$ cat config.mk
export PLATFORM = sky130hd
export DESIGN_NAME = vision_link_supervisor_unit
export DESIGN_NICKNAME = d
export VERILOG_FILES = /design/src/hdl/vls_pkg.sv /design/src/hdl/vls_ctrl.sv /design/src/hdl/vls_datapath.sv /design/src/hdl/vision_link_supervisor_unit.sv
export SDC_FILE = /design/constraint.sdc
export NUM_CORES = 1
export LEC_CHECK = 0
export BUFFER_PORTS_ARGS = -buffer_cell sky130_fd_sc_hd__buf_4
export CAP_MARGIN = 30
export CORE_MARGIN = 4
export CORE_UTILIZATION = 65
export CTS_BUF_LIST = sky130_fd_sc_hd__clkbuf_4
export DETAILED_ROUTE_END_ITERATION = 12
export PLACE_DENSITY_LB_ADDON = 0.05
export SETUP_SLACK_MARGIN = 0.05
export SLEW_MARGIN = 40
export SYNTH_ARGS = -nofsm -noshare
export SYNTH_HDL_FRONTEND = slang
export SYNTH_SLANG_ARGS = --single-unit
$ cat constraint.sdc
create_clock -name clk -period 14.6 [get_ports clk]
set_input_delay 4.38 -clock clk [delete_from_list [all_inputs] [get_ports clk]]
set_output_delay 4.38 -clock clk [all_outputs]
set_load 0.01 [all_outputs]
$ cat src/hdl/vls_pkg.sv
// Shared types, codes and character helpers for the vision link supervisor.
`default_nettype none

package vls_pkg;

    // Longest frame in bytes and derived widths
    localparam int FRAME_MAX = 24;
    localparam int POS_W     = $clog2(FRAME_MAX);
    localparam int NUM_W     = 16;
    localparam int BCD_W     = 20;

    // Configuration port
    localparam int CFG_IDX_W  = 3;
    localparam int CFG_DATA_W = 16;

    localparam logic [CFG_IDX_W-1:0] REG_BOOT_PING   = 3'd0;
    localparam logic [CFG_IDX_W-1:0] REG_PING_IVL    = 3'd1;
    localparam logic [CFG_IDX_W-1:0] REG_OFFLINE     = 3'd2;
    localparam logic [CFG_IDX_W-1:0] REG_X_TIMEOUT   = 3'd3;
    localparam logic [CFG_IDX_W-1:0] REG_NA_TIMEOUT  = 3'd4;

    // Input actions
    localparam logic [2:0] ACT_TICK  = 3'd0;
    localparam logic [2:0] ACT_PONG  = 3'd1;
    localparam logic [2:0] ACT_X     = 3'd2;
    localparam logic [2:0] ACT_START = 3'd3;
    localparam logic [2:0] ACT_STOP  = 3'd4;
    localparam logic [2:0] ACT_ACK   = 3'd5;

    // Frame characters
    localparam logic [7:0] CH_DOLLAR = 8'h24;
    localparam logic [7:0] CH_STAR   = 8'h2A;
    localparam logic [7:0] CH_COMMA  = 8'h2C;
    localparam logic [7:0] CH_ZERO   = 8'h30;
    localparam logic [7:0] CH_CR     = 8'h0D;
    localparam logic [7:0] CH_LF     = 8'h0A;

    typedef enum logic [2:0] {
        ST_IDLE,
        ST_APPLY,
        ST_TICK,
        ST_CONVERT,
        ST_EMIT,
        ST_REPORT
    } state_t;

    typedef struct packed {
        logic [2:0]         action;
        logic [7:0]         task_id;
        logic [15:0]        pong_id;
        logic               x_valid;
        logic               x_na;
        logic signed [15:0] x_pixel;
        logic [15:0]        ack_run_id;
        logic [7:0]         ack_task_id;
        logic               ack_start;
    } in_word_t;

    typedef struct packed {
        logic               tx_valid;
        logic [7:0]         tx_byte;
        logic               last;
        logic               online;
        logic [15:0]        ping_id;
        logic               x_seen;
        logic               x_fresh_valid;
        logic               x_fresh_na;
        logic signed [15:0] pixel;
        logic               ack_matched;
        logic               ack_is_start;
    } out_word_t;

    // Controller to datapath
    typedef struct packed {
        logic             capture;
        logic             apply;
        logic             tick_eval;
        logic             conv_step;
        logic             emit;
        logic             report;
        logic [POS_W-1:0] pos;
    } dp_cmd_t;

    // Datapath to controller
    typedef struct packed {
        logic is_tick;
        logic frame_now;
        logic out_free;
        logic last_pos;
    } dp_stat_t;

    // Upper-case hex digit
    function automatic logic [7:0] hex_char(input logic [3:0] v);
        logic [7:0] c;
        case (v)
            4'h0: c = 8'h30;
            4'h1: c = 8'h31;
            4'h2: c = 8'h32;
            4'h3: c = 8'h33;
            4'h4: c = 8'h34;
            4'h5: c = 8'h35;
            4'h6: c = 8'h36;
            4'h7: c = 8'h37;
            4'h8: c = 8'h38;
            4'h9: c = 8'h39;
            4'hA: c = 8'h41;
            4'hB: c = 8'h42;
            4'hC: c = 8'h43;
            4'hD: c = 8'h44;
            4'hE: c = 8'h45;
            default: c = 8'h46;
        endcase
        return c;
    endfunction

endpackage

`default_nettype wire

$ cat src/hdl/vls_ctrl.sv
// Sequencing state machine: apply, tick evaluation, conversion and word emission.
`default_nettype none

module vls_ctrl
    import vls_pkg::*;
(
    input  wire logic     clk,
    input  wire logic     rst_n,
    input  wire logic     in_valid,
    output logic          in_stall,
    input  wire dp_stat_t stat,
    output dp_cmd_t       cmd
);

    localparam logic [POS_W-1:0] CONV_LAST = POS_W'(NUM_W - 1);

    state_t           state_reg, state_next;
    logic [POS_W-1:0] cnt_reg, cnt_next;

    // Hold state and step counter
    always_ff @(posedge clk or negedge rst_n)
    begin
        if (!rst_n)
        begin
            state_reg <= ST_IDLE;
            cnt_reg   <= '0;
        end
        else
        begin
            state_reg <= state_next;
            cnt_reg   <= cnt_next;
        end
    end

    // Next state
    always_comb
    begin
        state_next = state_reg;
        cnt_next   = cnt_reg;
        case (state_reg)
            ST_IDLE:
            begin
                if (in_valid)
                    state_next = ST_APPLY;
            end
            ST_APPLY:
            begin
                if (stat.is_tick)
                    state_next = ST_TICK;
                else if (stat.frame_now)
                    state_next = ST_CONVERT;
                else
                    state_next = ST_REPORT;
            end
            ST_TICK:
            begin
                state_next = stat.frame_now ? ST_CONVERT : ST_REPORT;
            end
            ST_CONVERT:
            begin
                if (cnt_reg == CONV_LAST)
                begin
                    cnt_next   = '0;
                    state_next = ST_EMIT;
                end
                else
                    cnt_next = cnt_reg + 1'b1;
            end
            ST_EMIT:
            begin
                if (stat.out_free)
                begin
                    if (stat.last_pos)
                    begin
                        cnt_next   = '0;
                        state_next = ST_IDLE;
                    end
                    else
                        cnt_next = cnt_reg + 1'b1;
                end
            end
            ST_REPORT:
            begin
                if (stat.out_free)
                    state_next = ST_IDLE;
            end
            default:
            begin
                state_next = ST_IDLE;
                cnt_next   = '0;
            end
        endcase
    end

    // Commands
    always_comb
    begin
        in_stall      = (state_reg != ST_IDLE);
        cmd.capture   = (state_reg == ST_IDLE) && in_valid;
        cmd.apply     = (state_reg == ST_APPLY);
        cmd.tick_eval = (state_reg == ST_TICK);
        cmd.conv_step = (state_reg == ST_CONVERT);
        cmd.emit      = (state_reg == ST_EMIT) && stat.out_free;
        cmd.report    = (state_reg == ST_REPORT) && stat.out_free;
        cmd.pos       = cnt_reg;
    end

endmodule

`default_nettype wire

$ cat src/hdl/vls_datapath.sv
// Link state, configuration, decimal conversion, frame byte generation and output word.
`default_nettype none

module vls_datapath
    import vls_pkg::*;
(
    input  wire logic                  clk,
    input  wire logic                  rst_n,
    input  wire in_word_t              in_word,
    input  wire logic                  cfg_we,
    input  wire logic [CFG_IDX_W-1:0]  cfg_index,
    input  wire logic [CFG_DATA_W-1:0] cfg_data,
    input  wire dp_cmd_t               cmd,
    output dp_stat_t                   stat,
    input  wire logic                  out_stall,
    output logic                       out_valid,
    output out_word_t                  out_word
);

    // Configuration
    logic [7:0]  boot_cnt_reg;
    logic [15:0] ping_ivl_reg, offline_reg, x_to_reg, na_to_reg;

    // Link state
    in_word_t    in_reg;
    logic [31:0] time_now_reg, ping_time_reg, pong_time_reg, x_time_reg;
    logic [15:0] next_ping_reg, awaited_reg, run_cnt_reg, sent_run_reg;
    logic [7:0]  active_reg, sent_task_reg, pings_done_reg;
    logic        sent_start_reg;
    logic        has_pong_reg, ping_sent_reg, x_seen_reg, x_valid_reg, x_na_reg;
    logic signed [15:0] pixel_reg;
    logic [15:0] ack_run_reg;
    logic [7:0]  ack_task_reg;
    logic        ack_start_reg, ack_ok_reg;

    // Frame description and conversion
    logic             frm_task_reg, frm_start_reg;
    logic [2:0]       frm_tid_reg;
    logic [NUM_W-1:0] bin_reg;
    logic [BCD_W-1:0] bcd_reg;
    logic [7:0]       chk_reg;

    logic      out_valid_reg;
    out_word_t out_reg;

    function automatic logic elapsed(input logic [31:0] now, input logic [31:0] then,
                                     input logic [15:0] period);
        logic [31:0] diff;
        diff = now - then;
        return diff >= {16'd0, period};
    endfunction

    logic [15:0] np_inc, rc_inc;
    logic        start_ok, stop_ok, ping_ok;

    assign np_inc   = (next_ping_reg == 16'hFFFF) ? 16'd1 : next_ping_reg + 16'd1;
    assign rc_inc   = (run_cnt_reg == 16'hFFFF) ? 16'd1 : run_cnt_reg + 16'd1;
    assign start_ok = (in_reg.task_id >= 8'd1) && (in_reg.task_id <= 8'd6);
    assign stop_ok  = (active_reg != 8'd0) && (in_reg.task_id == active_reg);
    assign ping_ok  = (pings_done_reg < boot_cnt_reg) &&
                      (!ping_sent_reg || elapsed(time_now_reg, ping_time_reg, ping_ivl_reg));

    // Decide whether the current step opens a frame
    always_comb
    begin
        case (in_reg.action)
            ACT_TICK:  stat.frame_now = ping_ok;
            ACT_START: stat.frame_now = start_ok;
            ACT_STOP:  stat.frame_now = stop_ok;
            default:   stat.frame_now = 1'b0;
        endcase
    end
    assign stat.is_tick = (in_reg.action == ACT_TICK);

    // Capture the accepted input word
    always_ff @(posedge clk)
    begin
        if (cmd.capture)
            in_reg <= in_word;
    end

    // Hold configuration and link state
    always_ff @(posedge clk or negedge rst_n)
    begin
        if (!rst_n)
        begin
            boot_cnt_reg   <= 8'd3;
            ping_ivl_reg   <= 16'd500;
            offline_reg    <= 16'd3000;
            x_to_reg       <= 16'd100;
            na_to_reg      <= 16'd250;
            time_now_reg   <= '0;
            ping_time_reg  <= '0;
            pong_time_reg  <= '0;
            x_time_reg     <= '0;
            next_ping_reg  <= '0;
            awaited_reg    <= '0;
            run_cnt_reg    <= '0;
            sent_run_reg   <= '0;
            active_reg     <= '0;
            sent_task_reg  <= '0;
            pings_done_reg <= '0;
            sent_start_reg <= 1'b0;
            has_pong_reg   <= 1'b0;
            ping_sent_reg  <= 1'b0;
            x_seen_reg     <= 1'b0;
            x_valid_reg    <= 1'b0;
            x_na_reg       <= 1'b0;
            pixel_reg      <= '0;
            ack_run_reg    <= '0;
            ack_task_reg   <= '0;
            ack_start_reg  <= 1'b0;
            ack_ok_reg     <= 1'b0;
        end
        else
        begin
            if (cfg_we)
            begin
                case (cfg_index)
                    REG_BOOT_PING:  boot_cnt_reg <= cfg_data[7:0];
                    REG_PING_IVL:   ping_ivl_reg <= cfg_data;
                    REG_OFFLINE:    offline_reg  <= cfg_data;
                    REG_X_TIMEOUT:  x_to_reg     <= cfg_data;
                    REG_NA_TIMEOUT: na_to_reg    <= cfg_data;
                    default: ;
                endcase
            end
            if (cmd.apply)
            begin
                case (in_reg.action)
                    ACT_TICK: time_now_reg <= time_now_reg + 32'd1;
                    ACT_PONG:
                    begin
                        if (in_reg.pong_id == awaited_reg)
                        begin
                            pong_time_reg <= time_now_reg;
                            has_pong_reg  <= 1'b1;
                        end
                    end
                    ACT_X:
                    begin
                        x_time_reg  <= time_now_reg;
                        x_seen_reg  <= 1'b1;
                        x_valid_reg <= in_reg.x_valid;
                        x_na_reg    <= in_reg.x_na;
                        pixel_reg   <= in_reg.x_pixel;
                    end
                    ACT_START:
                    begin
                        if (start_ok)
                        begin
                            run_cnt_reg    <= rc_inc;
                            active_reg     <= in_reg.task_id;
                            sent_run_reg   <= rc_inc;
                            sent_task_reg  <= in_reg.task_id;
                            sent_start_reg <= 1'b1;
                        end
                    end
                    ACT_STOP:
                    begin
                        if (stop_ok)
                        begin
                            sent_run_reg   <= run_cnt_reg;
                            sent_task_reg  <= in_reg.task_id;
                            sent_start_reg <= 1'b0;
                            active_reg     <= 8'd0;
                        end
                    end
                    ACT_ACK:
                    begin
                        ack_run_reg   <= in_reg.ack_run_id;
                        ack_task_reg  <= in_reg.ack_task_id;
                        ack_start_reg <= in_reg.ack_start;
                        ack_ok_reg    <= 1'b1;
                    end
                    default: ;
                endcase
            end
            if (cmd.tick_eval)
            begin
                // Forget an expired pong, then send a boot ping when due
                if (has_pong_reg && elapsed(time_now_reg, pong_time_reg, offline_reg))
                    has_pong_reg <= 1'b0;
                if (ping_ok)
                begin
                    next_ping_reg  <= np_inc;
                    awaited_reg    <= np_inc;
                    ping_time_reg  <= time_now_reg;
                    ping_sent_reg  <= 1'b1;
                    pings_done_reg <= pings_done_reg + 8'd1;
                end
            end
        end
    end

    logic [2:0]       ndig;
    logic [POS_W-1:0] flen, pos, tail, rel;
    logic [2:0]       didx;
    logic [7:0]       frame_byte;
    logic             is_payload;

    // Load the frame description and run the binary to BCD conversion
    logic [BCD_W-1:0] bcd_adj;
    always_comb
    begin
        for (int i = 0; i < BCD_W / 4; i++)
        begin
            bcd_adj[4*i +: 4] = (bcd_reg[4*i +: 4] >= 4'd5) ?
                                bcd_reg[4*i +: 4] + 4'd3 : bcd_reg[4*i +: 4];
        end
    end

    logic frame_load;
    assign frame_load = (cmd.apply && !stat.is_tick && stat.frame_now) ||
                        (cmd.tick_eval && stat.frame_now);

    always_ff @(posedge clk)
    begin
        if (frame_load)
        begin
            frm_task_reg  <= !stat.is_tick;
            frm_start_reg <= (in_reg.action == ACT_START);
            frm_tid_reg   <= in_reg.task_id[2:0];
            bcd_reg       <= '0;
            chk_reg       <= '0;
            case (in_reg.action)
                ACT_START: bin_reg <= rc_inc;
                ACT_STOP:  bin_reg <= run_cnt_reg;
                default:   bin_reg <= np_inc;
            endcase
        end
        else if (cmd.conv_step)
        begin
            bcd_reg <= {bcd_adj[BCD_W-2:0], bin_reg[NUM_W-1]};
            bin_reg <= {bin_reg[NUM_W-2:0], 1'b0};
        end
        else if (cmd.emit && is_payload)
            chk_reg <= chk_reg ^ frame_byte;
    end

    // Work out digit count, frame length and the byte at the current position
    always_comb
    begin
        if (bcd_reg[19:16] != 4'd0)      ndig = 3'd5;
        else if (bcd_reg[15:12] != 4'd0) ndig = 3'd4;
        else if (bcd_reg[11:8] != 4'd0)  ndig = 3'd3;
        else if (bcd_reg[7:4] != 4'd0)   ndig = 3'd2;
        else                             ndig = 3'd1;

        pos = cmd.pos;
        if (!frm_task_reg)
            flen = POS_W'(11) + POS_W'(ndig);
        else if (frm_start_reg)
            flen = POS_W'(19) + POS_W'(ndig);
        else
            flen = POS_W'(18) + POS_W'(ndig);

        tail       = flen - POS_W'(1) - pos;
        rel        = pos - POS_W'(ndig);
        didx       = ndig + 3'd5 - pos[2:0];
        is_payload = (pos != '0) && (tail > POS_W'(4));
        frame_byte = CH_DOLLAR;

        if (pos == '0)
            frame_byte = CH_DOLLAR;
        else if (pos <= POS_W'(5))
        begin
            case (pos[2:0])
                3'd1:    frame_byte = frm_task_reg ? 8'h54 : 8'h50;
                3'd2:    frame_byte = frm_task_reg ? 8'h41 : 8'h49;
                3'd3:    frame_byte = frm_task_reg ? 8'h53 : 8'h4E;
                3'd4:    frame_byte = frm_task_reg ? 8'h4B : 8'h47;
                default: frame_byte = CH_COMMA;
            endcase
        end
        else if (pos < POS_W'(6) + POS_W'(ndig))
        begin
            case (didx)
                3'd0:    frame_byte = CH_ZERO + {4'd0, bcd_reg[3:0]};
                3'd1:    frame_byte = CH_ZERO + {4'd0, bcd_reg[7:4]};
                3'd2:    frame_byte = CH_ZERO + {4'd0, bcd_reg[11:8]};
                3'd3:    frame_byte = CH_ZERO + {4'd0, bcd_reg[15:12]};
                default: frame_byte = CH_ZERO + {4'd0, bcd_reg[19:16]};
            endcase
        end
        else if (tail <= POS_W'(4))
        begin
            case (tail[2:0])
                3'd4:    frame_byte = CH_STAR;
                3'd3:    frame_byte = hex_char(chk_reg[7:4]);
                3'd2:    frame_byte = hex_char(chk_reg[3:0]);
                3'd1:    frame_byte = CH_CR;
                default: frame_byte = CH_LF;
            endcase
        end
        else
        begin
            // Task fields: comma, task digit, comma, then START or STOP
            case (rel)
                POS_W'(6):  frame_byte = CH_COMMA;
                POS_W'(7):  frame_byte = CH_ZERO + {5'd0, frm_tid_reg};
                POS_W'(8):  frame_byte = CH_COMMA;
                POS_W'(9):  frame_byte = 8'h53;
                POS_W'(10): frame_byte = 8'h54;
                POS_W'(11): frame_byte = frm_start_reg ? 8'h41 : 8'h4F;
                POS_W'(12): frame_byte = frm_start_reg ? 8'h52 : 8'h50;
                default:    frame_byte = 8'h54;
            endcase
        end
    end

    assign stat.last_pos = (tail == '0);
    assign stat.out_free = !out_valid_reg || !out_stall;

    // Hold the output word until taken
    always_ff @(posedge clk or negedge rst_n)
    begin
        if (!rst_n)
            out_valid_reg <= 1'b0;
        else if (cmd.emit || cmd.report)
            out_valid_reg <= 1'b1;
        else if (!out_stall)
            out_valid_reg <= 1'b0;
    end

    always_ff @(posedge clk)
    begin
        if (cmd.emit || cmd.report)
        begin
            out_reg.tx_valid      <= cmd.emit;
            out_reg.tx_byte       <= cmd.emit ? frame_byte : 8'd0;
            out_reg.last          <= cmd.emit ? stat.last_pos : 1'b1;
            out_reg.online        <= has_pong_reg &&
                                     !elapsed(time_now_reg, pong_time_reg, offline_reg);
            out_reg.ping_id       <= awaited_reg;
            out_reg.x_seen        <= x_seen_reg;
            out_reg.x_fresh_valid <= x_seen_reg && x_valid_reg &&
                                     !elapsed(time_now_reg, x_time_reg, x_to_reg);
            out_reg.x_fresh_na    <= x_seen_reg && x_na_reg &&
                                     !elapsed(time_now_reg, x_time_reg, na_to_reg);
            out_reg.pixel         <= pixel_reg;
            out_reg.ack_matched   <= ack_ok_reg && (ack_run_reg == sent_run_reg) &&
                                     (ack_task_reg == sent_task_reg) &&
                                     (ack_start_reg == sent_start_reg);
            out_reg.ack_is_start  <= ack_start_reg;
        end
    end

    assign out_valid = out_valid_reg;
    assign out_word  = out_reg;

endmodule

`default_nettype wire

$ cat src/hdl/vision_link_supervisor_unit.sv
// Top level of the vision link supervisor: controller and datapath.
`default_nettype none

// One word in at a time. A pong, X report, ack or ignored command that sends
// nothing gives a single status word, loaded into the output register from
// the report state after the apply state (and the tick state for a tick), and
// the next word is taken once the unit is back in idle. A word that sends a
// frame first runs the serial binary-to-decimal conversion of its id and then
// delivers one frame byte per cycle while the output is not stalled (12 to 24
// bytes). in_stall stays high from acceptance until the last result is loaded
// into the output register. Configuration writes are always ready.

module vision_link_supervisor_unit
    import vls_pkg::*;
(
    input  wire logic                  clk,
    input  wire logic                  rst_n,
    input  wire logic                  in_valid,
    output logic                       in_stall,
    input  wire in_word_t              in_word,
    output logic                       out_valid,
    input  wire logic                  out_stall,
    output out_word_t                  out_word,
    input  wire logic                  cfg_valid,
    output logic                       cfg_ready,
    input  wire logic [CFG_IDX_W-1:0]  cfg_index,
    input  wire logic [CFG_DATA_W-1:0] cfg_data
);

    dp_cmd_t  cmd;
    dp_stat_t stat;

    assign cfg_ready = 1'b1;

    vls_ctrl u_ctrl (
        .clk      (clk),
        .rst_n    (rst_n),
        .in_valid (in_valid),
        .in_stall (in_stall),
        .stat     (stat),
        .cmd      (cmd)
    );

    vls_datapath u_dp (
        .clk       (clk),
        .rst_n     (rst_n),
        .in_word   (in_word),
        .cfg_we    (cfg_valid && cfg_ready),
        .cfg_index (cfg_index),
        .cfg_data  (cfg_data),
        .cmd       (cmd),
        .stat      (stat),
        .out_stall (out_stall),
        .out_valid (out_valid),
        .out_word  (out_word)
    );

endmodule

`default_nettype wire

==> qor.yml, run 1 <==
arrival_ps: 7210
final_cell_mix: "dfrtp_1 (305), nand2_1 (264), inv_1 (236), clkbuf_4 (216), ha_1 (202)"
ys_top_cells_by_area: "dfrtp_1 (26%), edfxtp_1 (14%), ha_1 (8.7%), mux2_2 (6.7%), nand2_1 (3.4%)"
post-route-period-util_pct: 45.7
fin_crit_ps: 6680
start_util_pct: 65.8
crit_family: "simple AND/OR/NAND/NOR gates"
synth-main-ff-cell: "dfrtp_1"
synth-xor-area-share_pct: 6.10
numCtsBuffers: 132
synthDistinctLibCells: 87
wl_mm: 73.9
finalSetupViolations: 0
drt-pass1-iter-count: 6
ant_nets: 0
grt_max_degree: 103
cts.path.max_buffers: 3
cp.required_ps: 15140
post_cts_buffers: 0
peakVddDrop_mv: 0.148
clock-root-buffer: "clkbuf_4"
min-delay-start: "u_dp.pixel_reg[10]"
ioPinCount: 145
slowest_stage: "nand2b_1"
via_count: 23023
largest_reg_flops: 70
synthAdderAreaFrac_pct: 9.08
die_w_um: 220
post_cts_resized: 0
path_max_fanout: 49
synth_compound_area_share_pct: 13.9
maxCapViolCount: 0
synth_seq_cells: 503
muxShareOfSynthArea_pct: 7.78
grt_first_pass_wirelength_mm: 119
holdBufCountCts: 0
synth_largest_area_cell: "dfrtp_1"
htree_levels: 4
yosysTopAreaCellShare_pct: 26.2
critical_path_class: "reg2reg"
antenna_found_initial: 2
fin_nets: 3406
grt.overflow.total: 0
report.final.slew_viol_count: 0
worstSetupStartpoint: "u_dp.time_now_reg[0]"
synth_warnings: 0
finalClockSkew_ps: 61.7
post_synth.cell_area_avg_sq_um: 10.0
place.port_buffers: 142
p_leak_uw: 0.0152
syn_area_sq_mm: 0.0291
rows: 77
syn_inst: 2910
cpMostUsedCell: "nand2_1"
layout-area-overhead-vs-synth_pct: 12.3
async_flop_share_pct: 65.4
hpwl_mm: 53.2
core_sq_mm: 0.0443
path_buf_inv: 3
gp_congestion: 0.987
outcome: "completed"
yosysSeqAreaShare_pct: 45.0
rsz0062_at_grt: "no"
synth_edf_count: 138
grt_pass1_vias: 22629
maxSlewHeadroom_pct: 43.5
layout_commonest_cell: "dfrtp_1"
synth_nets: 3212
p_total_uw: 5770
final_cell_area_sq_mm: 0.0327
hp-class: "reg2reg"
r2r_slack_ps: 7930
die-area_sq_mm: 0.0483
drive_gt1_share_pct: 19.5
setup_tns_ps: 0
synthSimpleGateAreaFrac_pct: 13.6
timing.fmax_mhz: 150
drt_iter0_drc: 1927
clkSinkCount: 503
hold_viol: 0
clk_latency_ps: 980
final_util_pct: 73.9
viasPerCell: 6.04
max_slew.worst_pin.slew_ps: 840
drc: 0
clk_pin_slew_ps: 70
fp.dieH_um: 220
reg2reg_from: "u_dp.time_now_reg[0]"
place_area_sq_mm: 0.0308
grt.total_usage_pct: 31.1
cp-start-kind: "flop"
synth_top_family_by_area: "compound AO/OA/AOI/OAI gates"
powerDensity_mw_per_mm2: 176
cts_tree: "done"
routedWlPerCell_um: 19.4
worstSetupEndpointType: "flop"
cpPeakStageDelay_ps: 570
area by class of cell:
cell class	count	area, sq um
Fill cell	3194	11600
Inverter	238	893
Clock buffer	216	1620
Clock inverter	27	279
Antenna cell	4	10.0
Timing Repair Buffer	162	1290
Tap cell	592	741
Sequential cell	503	13100
Multi-Input combinational cell	2067	14800
kinds of logic after synthesis:
kind of cell    count (synthesis)
simple gates                  821
fa+ha+maj                     208
xor+xnor                      203
compound gates                634
buf+inv                       340
mux                           199
flops                         503
other cells                     2
final timing paths:
check,to,depth (start not counted)
worst max-delay path,u_dp.bin_reg[2],25
worst min-delay path,u_dp.out_word[12],0
worst max register to register,u_dp.bin_reg[2],25
worst min register to register,u_dp.out_word[12],0
max in group asynchronous,u_dp.time_now_reg[20],3
min in group asynchronous,u_dp.next_ping_reg[10],1
report_power, final:
| part | switching (uW) | leakage [uW] | internal [uW] | total, uW |
|---|---|---|---|---|
| Sequential | 195 | 0.00588 | 1760 | 1960 |
| Clock | 599 | 0.00112 | 776 | 1370 |
| Combinational | 1390 | 0.00818 | 1050 | 2440 |
layer usage:
| layer | part of all wire, % | global-route usage [%] | vias to the layer above |
|---|---|---|---|
| met5 | 0 | 0 | - |
| met4 | 2.3 | 9.38 | 0 |
| met3 | 8.1 | 7.68 | 134 |
| met2 | 45 | 47.6 | 878 |
| met1 | 45 | 44.2 | 11161 |
| li1 | - | - | 10850 |
metrics by stage:
stage	setup slack [ps]	hold slack [ps]	std cells
after global routing	7480	465	3807
after CTS	7990	442	3805
after global placement	7980	423	3559
after detailed placement	7940	429	3562
final	7930	444	3809
after floorplan	6770	419	2910
cell usage after synthesis (40+ instances only):
| cell type | n |
|---|---|
| dfrtp_1 | 305 |
| nand2_1 | 264 |
| inv_1 | 236 |
| ha_1 | 202 |
| nor2_1 | 195 |
| o21ai_0 | 176 |
| mux2_2 | 173 |
| a21oi_1 | 164 |
| edfxtp_1 | 138 |
| xnor2_1 | 108 |
| xor2_1 | 95 |
| clkbuf_1 | 84 |
| nand3_1 | 67 |
| a21o_1 | 44 |
| nand2b_1 | 40 |
| nor3_1 | 40 |
worst reg2reg max path, stage by stage, from the launching register on:
cell	delay [ps]
dfrtp_1	410
inv_1	170
ha_1	230
fa_1	240
nor2b_1	70
o31ai_1	430
nand2_1	180
nand3_1	120
nand2_1	90
and2_1	170
o21ai_0	140
nand2b_1	80
xor2_1	150
ha_1	320
a21oi_1	160
nand2_1	70
a211oi_1	390
o221ai_1	200
a221oi_1	240
nand4_1	130
or4_1	530
nor4_4	170
buf_4	380
o41ai_4	200
buf_4	380
nand2b_1	600
Power figures use the tool's default switching activity.
==> run 2: changes to the inputs <==
--- a/config.mk
+++ b/config.mk
@@ -8,7 +8,7 @@
 export BUFFER_PORTS_ARGS = -buffer_cell sky130_fd_sc_hd__buf_4
 export CAP_MARGIN = 30
 export CORE_MARGIN = 4
-export CORE_UTILIZATION = 65
+export CORE_UTILIZATION = 58
 export CTS_BUF_LIST = sky130_fd_sc_hd__clkbuf_4
 export DETAILED_ROUTE_END_ITERATION = 12
 export PLACE_DENSITY_LB_ADDON = 0.05
==> constraint.sdc (replaced) <==
create_clock -name clk -period 5.51 [get_ports clk]
set_input_delay 1.653 -clock clk [delete_from_list [all_inputs] [get_ports clk]]
set_output_delay 1.653 -clock clk [all_outputs]
set_load 0.01 [all_outputs]
==> run 2 against run 1 <==
- power rose to 2.7 times the previous value
- sequential cell count stayed put
- maximum frequency increased by 26%
- critical path depth down 1
- final area grew 2.1%
- via count increased by 0.15%
- largest power group unchanged
==> qor.yml, run 2 (same netlist as run 1, synthesis figures left out) <==
maxSlewHeadroom_pct: 43.8
cts_tree: "done"
post-route-period-util_pct: 96.0
peakVddDrop_mv: 0.330
cts.path.max_buffers: 3
report.final.slew_viol_count: 0
layout_commonest_cell: "dfrtp_1"
fin_nets: 3458
grt_pass1_vias: 22698
arrival_ps: 6120
drc: 0
r2r_slack_ps: 220
die_w_um: 232
drt_iter0_drc: 1736
p_total_uw: 15700
multi_input_area_sq_mm: 0.0149
fin_crit_ps: 5290
layout-area-overhead-vs-synth_pct: 14.7
finalSetupViolations: 0
seq_area_sq_mm: 0.0131
cpPeakStageDelay_ps: 510
p_leak_uw: 0.0155
finalClockSkew_ps: 73.6
drt-pass1-iter-count: 7
antenna_found_initial: 2
hp-class: "reg2reg"
final_cell_mix: "dfrtp_1 (305), nand2_1 (264), inv_1 (235), clkbuf_4 (215), ha_1 (200)"
wl_mm: 75.5
switchingPower_uw: 5940
setup_tns_ps: 0
rows: 81
holdBufCountCts: 0
slowest_stage: "or4_4"
die-area_sq_mm: 0.0539
routedWlPerCell_um: 19.2
largest_reg_flops: 70
viasPerCell: 5.85
start_util_pct: 59.1
fill_cells: 3983
p_clk_share_pct: 23.6
grt_first_pass_wirelength_mm: 121
sw_frac_of_total_pct: 37.9
cp-start-kind: "flop"
ioPinCount: 145
numCtsBuffers: 139
pwr-share-comb_pct: 43.5
maxCapViolCount: 0
drive_gt1_share_pct: 21.4
fp.dieH_um: 232
hpwl_mm: 55.5
timing.fmax_mhz: 189
clk_pin_slew_ps: 80
path_cells: "inv_2 > ha_4 > fa_2 > nor2b_4 > o31ai_4 > buf_4 > a211o_1 > and3_4 > o21a_1 > xnor2_1 > ha_1 > a21oi_2 > nand2_1 > a32oi_1 > o21ai_1 > nor4_1 > nand4_1 > or4_4 > nor4_4 > o41ai_4 > or2_1 > ha_4 > or2_4 > a221oi_2"
critical_path_class: "reg2reg"
ant_nets: 0
worstSetupEndpointType: "flop"
via_count: 23058
grt_max_degree: 74
intPower_uw: 9720
place.port_buffers: 142
seqPwrFrac_pct: 33.0
max_slew.worst_pin.slew_ps: 843
htree_levels: 4
gp_congestion: 0.931
cp.required_ps: 6340
hold_viol: 0
grt.total_usage_pct: 28.0
clk_latency_ps: 990
grt.overflow.total: 0
powerDensity_mw_per_mm2: 469
clock-root-buffer: "clkbuf_4"
cpMostUsedCell: "ha_4"
outcome: "completed"
clkSinkCount: 503
rsz0062_at_grt: "yes"
path_max_fanout: 3
core_sq_mm: 0.0494
run 2: worst max-delay path, delay by kind of cell, from the launching register on:
kind	cells	cell delay (ps)
and+or+nand+nor	9	2070
AOI/OAI and AO/OA	8	1320
adders and majority gates	4	1070
DFF	1	370
buffers and inverters	2	210
xor gates and xnor gates	1	120
run 2: path summary, 6_finish.rpt:
path | from | end | cells after the start
setup / recovery | u_dp.time_now_reg[0] | flop | 24
hold / removal | u_dp.pixel_reg[4] | u_dp.out_word[6] | 0
setup reg to reg | u_dp.time_now_reg[0] | flop | 24
hold reg to reg | u_dp.pixel_reg[4] | u_dp.out_word[6] | 0
max in group asynchronous | rst_n | u_dp.ping_time_reg[15] | 3
min in group asynchronous | rst_n | u_dp.next_ping_reg[13] | 1
run 2: stage by stage:
step / area [sq um] / setup slack [ps] / hold slack (ps) / utilization, % / instances
2_1_floorplan: 29100 / 113 / 419 / - / 2910
3_3_place_gp: 31200 / 21.7 / 423 / 63.2 / 3670
3_5_place_dp: 31200 / -51.2 / 428 / 63.3 / 3673
4_1_cts: 33300 / 85.4 / 431 / 67.4 / 3930
5_1_grt: 33400 / -23.1 / 444 / 67.7 / 3936
6_report: 33400 / 220 / 433 / 67.7 / 3940
run 2: power by group through the flow:
| stage | clock network, uW | logic, uW | registers [uW] |
|---|---|---|---|
| floorplan | 0 | 4500 | 5120 |
| global placement | 0 | 6270 | 5180 |
| detailed placement | 0 | 6470 | 5220 |
| CTS | 3800 | 6600 | 5150 |
| global route | 4000 | 7510 | 5240 |
| finish | 3690 | 6810 | 5170 |
run 2: per-layer routing:
layer | track usage (%) | routed length [um] | up-vias
met5 | 0 | 0 | -
met4 | 9.02 | 1740 | 0
met3 | 6.65 | 5900 | 143
met2 | 43.2 | 34100 | 807
met1 | 39.3 | 33800 | 11157
li1 | - | - | 10951
run 2: repair_timing:
item / 4_1_cts / 5_1_grt
endpoints found under the setup margin: 21 / 61
buffers inserted: 2 / 4
gates resized for setup: 12 / 22
pin swaps: 13 / 26
run 2: final cells by class:
cell class	count	share of cell area [%]
antenna	6	0.0449
clock buffer	215	4.83
clock inverter	40	1.03
inverter	238	2.67
multi-input combinational	2067	44.7
sequential	503	39.3
tap	664	2.49
timing repair buffer	207	5.00
==> run 3: changes to the inputs <==
--- a/config.mk
+++ b/config.mk
@@ -12,6 +12,7 @@
 export CTS_BUF_LIST = sky130_fd_sc_hd__clkbuf_4
 export DETAILED_ROUTE_END_ITERATION = 12
 export PLACE_DENSITY_LB_ADDON = 0.05
+export REMOVE_ABC_BUFFERS = 1
 export SETUP_SLACK_MARGIN = 0.05
 export SLEW_MARGIN = 40
 export SYNTH_ARGS = -nofsm -noshare
==> run 3 against run 2 <==
- die area unchanged
- largest cell class unchanged
- clock power shrank 5%
- via count about the same
- final area is 0.50% lower
- critical path depth decreased by 1
- power is 1.8% lower
- highest routed layer unchanged
- non-clock buffer count shrank 2
==> qor.yml, run 3 (same netlist as run 1, synthesis figures left out) <==
routedWlPerCell_um: 19.1
max_slew.worst_pin.slew_ps: 799
start_util_pct: 59.1
m1WireLength_mm: 34.9
hp-class: "reg2reg"
grt.overflow.total: 0
layout_commonest_cell: "dfrtp_1"
drt_iter0_drc: 1656
clk_pin_slew_ps: 70
clock-root-buffer: "clkbuf_4"
drt-pass1-iter-count: 6
cts_tree: "done"
largest_reg_flops: 70
antenna_found_initial: 3
reg2reg_from: "u_dp.time_now_reg[2]"
peakVddDrop_mv: 0.271
grt_max_degree: 76
outcome: "completed"
die-area_sq_mm: 0.0539
rows: 81
powerDensity_mw_per_mm2: 462
p_total_uw: 15400
fin_nets: 3459
grt_pass1_vias: 22646
cp.required_ps: 6330
via_count: 23070
clk_latency_ps: 950
die_w_um: 232
hpwl_mm: 56.0
arrival_ps: 6100
wl_met3_mm: 5.06
worstSetupEndpointType: "flop"
maxCapViolCount: 0
wl_mm: 75.3
cp-start-kind: "flop"
r2r_cells: 23
fin_crit_ps: 5280
grt_first_pass_wirelength_mm: 121
cts.path.max_buffers: 3
timing.hold.ws_ps: 439
hold_viol: 0
routed-wl-met2_mm: 33.9
timing.fmax_mhz: 189
post-route-period-util_pct: 95.9
clkSinkCount: 503
holdBufCountCts: 0
numCtsBuffers: 142
drc: 0
top_layer_used: "met4"
viasPerCell: 5.86
place_ws_ps: -182
htree_levels: 4
worstSetupStartpoint: "u_dp.time_now_reg[2]"
final_cell_mix: "dfrtp_1 (305), nand2_1 (264), inv_1 (235), clkbuf_4 (213), ha_1 (199)"
gp_congestion: 0.925
critical_path_class: "reg2reg"
maxSlewHeadroom_pct: 46.5
r2r_slack_ps: 230
finalClockSkew_ps: 66.2
finalWorstSetupSlack_ps: 228
p_leak_uw: 0.0154
finalSetupViolations: 0
path_max_fanout: 4
ioPinCount: 145
core_sq_mm: 0.0494
fill_cells: 3939
fp.dieH_um: 232
grt.total_usage_pct: 28.2
report.final.slew_viol_count: 0
rsz0062_at_grt: "yes"
ant_nets: 0
place.port_buffers: 142
drive_gt1_share_pct: 21.1
layout-area-overhead-vs-synth_pct: 14.1
-- run 3: cell count changes in the layout (fill, tap and decap cells not counted), moves of 2 or more --
cell / previous run / this run
a211oi_1: 26 / 28
clkinv_1: 23 / 32
bufinv_16: 6 / 2
clkbuf_4: 215 / 213
inv_2: 2 / 6
buf_4: 197 / 195
buf_8: 1 / 3
a211oi_2: 4 / 2
buf_12: 5 / 2
diode_2: 6 / 3
-- run 3: final cells by class --
cell class | instances | area [sq um] | share of cell area (%)
Clock buffer | 213 | 1600 | 4.81
Multi-Input combinational cell | 2067 | 14900 | 44.8
Clock inverter | 47 | 253 | 0.760
Inverter | 238 | 893 | 2.69
Sequential cell | 503 | 13100 | 39.5
Antenna cell | 3 | 7.51 | 0.0226
Timing Repair Buffer | 205 | 1650 | 4.97
Tap cell | 664 | 831 | 2.50
-- run 3: how the worst min path moves through the flow --
stage	start	end	slack (ps)	depth (start not counted)
floorplan	u_dp.pixel_reg[8]	u_dp.out_word[10]	420	0
global placement	u_dp.pixel_reg[7]	u_dp.out_word[9]	420	0
detailed placement	u_dp.pixel_reg[9]	u_dp.out_word[11]	430	0
CTS	u_dp.pixel_reg[9]	u_dp.out_word[11]	440	0
global route	u_dp.pixel_reg[14]	u_dp.out_word[16]	450	0
finish	u_dp.pixel_reg[9]	u_dp.out_word[11]	440	0
-- run 3: per-layer routing --
layer / GRT usage, % / up-vias
li1: - / 10973
met1: 40.6 / 11229
met2: 43.3 / 747
met3: 6.04 / 121
met4: 8.39 / 0
met5: 0 / -
-- run 3: critical path: stages (launching register included) --
cell,delay (ps)
dfrtp_1,400
ha_1,300
buf_4,150
o21ai_0,220
a211oi_1,110
buf_4,150
or3_1,340
a21oi_1,180
xnor2_1,150
ha_1,260
a21oi_1,170
nor2_1,70
a211oi_2,250
o221ai_1,160
a221oi_1,240
nand4_1,130
or4_4,440
nor4_4,140
buf_4,180
o41ai_4,80
or2_1,280
ha_4,230
or2_2,300
a221oi_2,240
-- run 3: what timing repair did --
item                                    4_1_cts  5_1_grt
buffers inserted                              2        1
endpoints found under the setup margin       48       67
resized for setup                             8       19
pin swaps                                     7       17
-- run 3: per-stage QoR --
step / area [sq um] / util (%) / std cells / setup TNS, ps
finish: 33300 / 67.4 / 3940 / 0
global route: 33300 / 67.4 / 3938 / -8.23
CTS: 33100 / 67.2 / 3936 / 0
detailed placement: 31200 / 63.3 / 3674 / -182
global placement: 31100 / 63.1 / 3669 / -11.2
floorplan: 28700 / - / 2808 / -12270
-- run 3: where the power goes --
part	leakage (uW)	internal, uW	total [uW]	switching (uW)
clock network	0.00110	1870	3510	1640
logic	0.00845	2970	6730	3770
registers	0.00588	4670	5130	468
total	0.0154	9500	15400	5880
